`config.mk`:
```
export PLATFORM = sky130hd
export DESIGN_NAME = fri_queue
export DESIGN_NICKNAME = d
export VERILOG_FILES = /design/src/fri_pkg.sv /design/src/fri_queue.sv
export SDC_FILE = /design/constraint.sdc
export NUM_CORES = 1
export LEC_CHECK = 0
export BUFFER_PORTS_ARGS = -buffer_cell sky130_fd_sc_hd__buf_2
export CAP_MARGIN = 10
export CELL_PAD_IN_SITES_DETAIL_PLACEMENT = 0
export CELL_PAD_IN_SITES_GLOBAL_PLACEMENT = 2
export CORE_MARGIN = 3
export CORE_UTILIZATION = 35
export DETAILED_ROUTE_END_ITERATION = 16
export HOLD_SLACK_MARGIN = 0.03
export PLACE_DENSITY_LB_ADDON = 0.1
export SYNTH_ARGS = -nofsm -noshare
export SYNTH_HDL_FRONTEND = slang
export SYNTH_SLANG_ARGS = --single-unit
export TNS_END_PERCENT = 10
```
`constraint.sdc`:
```
create_clock -name clk -period 5 [get_ports clk]
set_clock_uncertainty 0.15 [all_clocks]
set_input_delay 0.25 -clock clk [delete_from_list [all_inputs] [get_ports clk]]
set_output_delay 0.25 -clock clk [all_outputs]
set_load 0.1 [all_outputs]
```
`src/fri_pkg.sv`:
```
`default_nettype none
package fri_pkg;

    localparam int MAX_FACTORS_DEF  = 1024;
    localparam int MAX_BUCKETS_DEF  = 256;
    localparam int BUCKET_DEPTH_DEF = 32;
    localparam int MAX_MATCHES_DEF  = 64;

    localparam logic [31:0] SPAN_RESET = 32'd1024;

    localparam logic [1:0] CFG_MIN_LEN = 2'd0;
    localparam logic [1:0] CFG_SPAN    = 2'd1;
    localparam logic [1:0] CFG_REF_LEN = 2'd2;

    localparam logic [1:0] ST_OK       = 2'd0;
    localparam logic [1:0] ST_FAC_FULL = 2'd1;
    localparam logic [1:0] ST_BKT_FULL = 2'd2;
    localparam logic [1:0] ST_CAP      = 2'd3;

    localparam logic ACT_ADD   = 1'b0;
    localparam logic ACT_QUERY = 1'b1;

    typedef struct packed {
        logic        action;
        logic [31:0] ref_pos;
        logic [31:0] length;
    } item_t;

    typedef struct packed {
        logic        start;
        logic [32:0] dividend;
        logic [31:0] divisor;
    } div_req_t;

    typedef struct packed {
        logic        done;
        logic [32:0] quotient;
    } div_rsp_t;

    typedef enum logic [3:0] {
        S_IDLE, S_DFIN, S_DB0, S_DB1,
        S_AFILL, S_AWR, S_AEND,
        S_QFILL, S_QFGOT, S_QMEM, S_QMGOT, S_QCHK, S_QEND
    } back_state_t;

endpackage
`default_nettype wire

```
`src/fri_queue.sv`:
```
`default_nettype none
module fri_queue (
    input  wire                 clk,
    input  wire                 rst_n,
    input  wire                 push,
    input  fri_pkg::item_t      push_item,
    output logic                full,
    input  wire                 pop,
    output fri_pkg::item_t      head,
    output logic                empty
);
    fri_pkg::item_t slot_reg [2];
    logic           wp_reg, rp_reg;
    logic [1:0]     cnt_reg;

    assign full  = (cnt_reg == 2'd2);
    assign empty = (cnt_reg == 2'd0);
    assign head  = slot_reg[rp_reg];

    always_ff @(posedge clk)
    begin
        if (push)
            slot_reg[wp_reg] <= push_item;
    end

    always_ff @(posedge clk or negedge rst_n)
    begin
        if (!rst_n)
        begin
            wp_reg  <= 1'b0;
            rp_reg  <= 1'b0;
            cnt_reg <= 2'd0;
        end
        else
        begin
            if (push)
                wp_reg <= ~wp_reg;
            if (pop)
                rp_reg <= ~rp_reg;
            if (push && !pop)
                cnt_reg <= cnt_reg + 2'd1;
            else if (pop && !push)
                cnt_reg <= cnt_reg - 2'd1;
        end
    end
endmodule
`default_nettype wire

```
==> out/qor.yml, run 1 <==
worst_hold_path:
  min_path_type: "flop to flop"
setup_path:
  critPathLaunchType: "flop"
  endpoint_kind: "output port"
  cp.arrival_ns: 2.45
  path_class: "flop to output port"
  crit_fanout: 66
  cp.required_ns: 4.60
detailed_routing:
  ant_nets: 0
  drt_first_pass_iters: 4
  vias_per_cell: 4.33
  routed_wl_um: 9600
  wl_per_cell_um: 15.3
  vias: 2726
  drt_iter0_drc: 135
  drc: 0
cells_and_area:
  layout-drive-gt1-share: 0.512
  syn2layout_area_growth_pct: 42.6
  largest_register_ffs: 130
  diodes: 0
  final_nets: 506
  final_cells: 629
  fin_area_um2: 7190
sta:
  setup_tns_ns: 0
  rsz0062_at_grt: "no"
  finalMaxSlewViolations: 0
  tightest_slew_ns: 1.18
  holdWs_ns: 0.341
  fmax_mhz: 351
  finalSetupViolCount: 0
  period_needed_ns: 2.85
  slew_headroom: 0.211
  hold_violations: 0
  finalCritPeriodShare: 0.570
placed_design:
  placed_area_um2: 5900
  gp_congestion: 0.695
  hpwl_um: 5790
  placed_cells: 528
  io_buffer_count: 135
clock_tree:
  cts_sinks: 134
  cts_tree: "yes"
  cts_buffer_depth: 2
  cts-root-buf: "clkbuf_16"
  hold_buffers: 69
  htree_levels: 4
  clk_pin_slew_ns: 0.05
  cts_setup_buffers: 0
  cts_resized: 0
  clock_latency_ns: 0.41
  numCtsBuffers: 17
global_routing:
  grt_overflow: 0
  grt_start_max_net_pins: 67
  grt_pass1_vias: 3000
  grt_pass1_wl_um: 15400
  grtUsageTotal: 0.128
  antenna_found_initial: 0
yosys:
  synthCells: 218
  yosysSeqAreaShare: 0.795
  syn-num-nets: 288
  ys_seq_elements: 134
  synth_warnings: 0
  synth_area_um2: 5040
  syn_avg_cell_area_um2: 23.1
  ys_types: 13
die:
  num_rows: 43
  start_util: 0.360
  die_y_um: 126
  die_x_um: 126
  coreArea_um2: 14000
  die_area_um2: 15900
  io_pins: 136
run_status:
  status: "complete, no violations"
job:
  maxCapViolCount: 0
worst max-delay path, stage by stage (launching register included):
cell	delay (ns)
dfrtp_4	1.17
mux2_2	0.34
buf_2	0.43
cell usage in the layout, fill, tap and decap left out, drive strengths merged:
master and instances:
bufinv 4, dfrtp 4, ha 1, nor2 2, inv 1, clkbuf 19, nor2b 2, mux2 65
and2 1, xor2 4, dlygate4sd3 69, xnor2 1, edfxtp 130, clkinvlp 1, buf 137, clkinv 8
synthesized netlist by cell type:
master | number | area share
xor2_1 | 4 | 0.0070
dfrtp_1 | 4 | 0.020
ha_1 | 1 | 0.0025
and2_1 | 1 | 0.0012
xnor2_1 | 1 | 0.0017
edfxtp_1 | 130 | 0.77
nor2_1 | 2 | 0.0015
buf_2 | 2 | 0.0020
mux2_2 | 25 | 0.056
buf_6 | 5 | 0.011
inv_1 | 1 | 0.00074
nor2b_1 | 2 | 0.0025
mux2_4 | 40 | 0.12
routing by layer:
| metal | vias up | wire, um | part of all wire | track usage |
|---|---|---|---|---|
| met1 | 1331 | 4060 | 0.42 | 0.149 |
| met3 | 8 | 639 | 0.067 | 0.0526 |
| li1 | 1301 | - | - | - |
| met5 | - | 0 | 0 | 0 |
| met4 | 0 | 106 | 0.011 | 0.0549 |
| met2 | 86 | 4790 | 0.50 | 0.210 |
per-stage QoR:
step | util | setup WS (ns)
after floorplan | - | 1.06
after global placement | 0.422 | 2.56
after detailed placement | 0.422 | 2.55
after CTS | 0.514 | 2.10
after global routing | 0.514 | 2.06
final | 0.514 | 2.15
cell families (layout without fill, tap and decap cells):
family        after synthesis  in the layout  synth area share
fa+ha+maj                   1              1           0.00248
mux                        65             65             0.175
flops                     134            134             0.795
simple gates                5              5           0.00522
buf+inv                     8            239            0.0139
xor+xnor                    5              5           0.00869
cell type report:
type / count / area, um^2
clock buffer: 19 / 433
sequential: 134 / 4010
fill: 1203 / 6800
clock inverter: 13 / 161
tap: 180 / 225
timing repair buffer: 206 / 1380
multi-input combinational: 76 / 973
inverter: 1 / 3.75
final timing paths:
path / startpoint / endpoint / slack, ns / cells after the start
max in group asynchronous: rst_n / rp_reg$_DFFE_PN0P_ / 3.88 / 3
worst max-delay path: rp_reg$_DFFE_PN0P_ / head[63] / 2.15 / 2
worst min-delay path: cnt_reg[1]$_DFFE_PN0P_ / cnt_reg[1]$_DFFE_PN0P_ / 0.34 / 1
worst max register to register: wp_reg$_DFFE_PN0P_ / slot_reg[0][23]$_DFFE_PP_ / 2.64 / 2
min in group asynchronous: rst_n / wp_reg$_DFFE_PN0P_ / 0.61 / 3
worst min register to register: cnt_reg[1]$_DFFE_PN0P_ / cnt_reg[1]$_DFFE_PN0P_ / 0.34 / 1
Power of run 1 is not shown: default switching activity piles up to over one toggle a cycle in this logic, so the estimate is an artifact.
==> inputs of run 2 (changes only) <==
==> constraint.sdc (replaced) <==
create_clock -name clk -period 2.9 [get_ports clk]
set_clock_uncertainty 0.15 [all_clocks]
set_input_delay 0.145 -clock clk [delete_from_list [all_inputs] [get_ports clk]]
set_output_delay 0.145 -clock clk [all_outputs]
set_load 0.1 [all_outputs]
==> run 2 against run 1 <==
First-iteration DRC count down 5.9%; highest routed layer unchanged; critical endpoint is now head[59]; clock-buffer cell count unchanged; final cell count up 0.16%; register-to-register slack worse by 1.4 ns; sequential share of layout area down 0.40 points; critical path depth up 1.
==> out/qor.yml, run 2 (synthesized netlist as in run 1, its figures left out) <==
detailed_routing:
  routed_wl_um: 9610
  vias: 2728
  drc: 0
  ant_nets: 0
  drt_first_pass_iters: 4
  vias_per_cell: 4.33
  drt_iter0_drc: 127
  wl_per_cell_um: 15.3
run_status:
  status: "complete, no violations"
cells_and_area:
  final_cell_mix: "buf_2 (135), edfxtp_1 (130), dlygate4sd3_1 (69)"
  diodes: 0
  layout-drive-gt1-share: 0.516
  final_nets: 508
  final_common_cell: "buf_2"
  nFillCells: 1185
  largest_register_ffs: 130
  syn2layout_area_growth_pct: 43.7
clock_tree:
  numCtsBuffers: 17
  cts-root-buf: "clkbuf_16"
  clock_latency_ns: 0.40
  cts_sinks: 134
  clk_pin_slew_ns: 0.05
  cts_buffer_depth: 2
  htree_levels: 4
  cts_tree: "yes"
global_routing:
  met3_usage: 0.0526
  globalRoute.busiestLayer: "met2"
  grt_use_met1: 0.156
  antenna_found_initial: 0
  grt_pass1_wl_um: 15200
  grtUsageTotal: 0.127
  use_met2: 0.199
  grt_pass1_vias: 2954
  grt_overflow: 0
  grt_start_max_net_pins: 55
setup_path:
  path_depth: 3
  rrSetupSlack_ns: 1.26
  cp.required_ns: 2.61
  critPathBufInv: 2
  crit_chain: "buf_4 -> mux2_2 -> buf_2"
  reg2reg_from: "wp_reg$_DFFE_PN0P_"
  crit_family: "flip-flops"
  r2r_end: "slot_reg[0][10]$_DFFE_PP_"
  crit_fanout: 25
  critPathLaunchType: "flop"
  reg2regPathDepth: 2
  cp-startpoint: "rp_reg$_DFFE_PN0P_"
  cp.arrival_ns: 2.11
  endpoint_kind: "output port"
  endpoint: "head[59]"
  slowest_delay_ns: 0.68
  path_class: "flop to output port"
  cpMaxStageDelayCell: "dfrtp_4"
worst_hold_path:
  min_path_type: "input port to flop"
placed_design:
  hpwl_um: 5960
  gp_congestion: 0.681
  io_buffer_count: 135
die:
  start_util: 0.360
  die_y_um: 126
  io_pins: 136
  coreArea_um2: 14000
  num_rows: 43
  die_x_um: 126
  die_area_um2: 15900
sta:
  tightest_slew_ns: 0.525
  period_needed_ns: 2.40
  rsz0062_at_grt: "no"
  finalCritPeriodShare: 0.829
  finalSetupViolCount: 0
  fmax_mhz: 416
  hold_violations: 0
  setup_tns_ns: 0
  finalMaxSlewViolations: 0
  slew_headroom: 0.653
job:
  maxCapViolCount: 0
## run 2: changes by cell type in the layout (fill, tap and decap cells not counted)
cell        previous run  this run
clkinv_2               3         2
clkinvlp_4             1         2
buf_12                 0         3
clkinv_1               5         4
buf_4                  2         1
and2_2                 1         0
and2_4                 0         1
## run 2: repair_timing
action,CTS,global route
hold endpoints to repair,137,0
hold buffers,69,0
buffers inserted,0,0
gates resized for setup,0,0
## run 2: worst min path at each step
stage,from,endpoint,slack (ns),cells past startpoint
4_1_cts,push_item[61],slot_reg[0][61]$_DFFE_PP_,0.29,2
3_3_place_gp,rst_n,wp_reg$_DFFE_PN0P_,-0.19,1
2_1_floorplan,rst_n,cnt_reg[0]$_DFFE_PN0P_,-0.30,0
6_report,push_item[7],slot_reg[1][7]$_DFFE_PP_,0.31,2
3_5_place_dp,rst_n,cnt_reg[1]$_DFFE_PN0P_,-0.19,1
5_1_grt,push_item[61],slot_reg[0][61]$_DFFE_PP_,0.30,2
## run 2: layout make-up
| cell class | instances | area, um^2 | area share |
|---|---|---|---|
| timing repair buffer | 208 | 1430 | 0.198 |
| clock buffer | 19 | 433 | 0.0598 |
| inverter | 1 | 3.75 | 0.000519 |
| multi-input combinational | 76 | 975 | 0.135 |
| tap | 180 | 225 | 0.0311 |
| sequential | 134 | 4010 | 0.554 |
| clock inverter | 12 | 160 | 0.0221 |
## run 2: layer usage
| metal | up-vias | wire, um | share of wire |
|---|---|---|---|
| met4 | 0 | 127 | 0.013 |
| met2 | 94 | 4610 | 0.48 |
| met5 | - | 0 | 0 |
| met1 | 1321 | 4270 | 0.44 |
| met3 | 10 | 602 | 0.063 |
| li1 | 1303 | - | - |
## run 2: metrics by stage
step,util,instance area [um^2],std cells,hold slack (ns),setup WS (ns)
5_1_grt,0.517,7240,630,0.301,0.382
2_1_floorplan,-,5040,218,-0.301,0.221
4_1_cts,0.517,7240,630,0.288,0.433
3_5_place_dp,0.426,5950,530,-0.190,0.879
3_3_place_gp,0.426,5950,530,-0.191,0.904
6_report,0.517,7240,630,0.312,0.496
Power of run 2 is left out for the same reason.
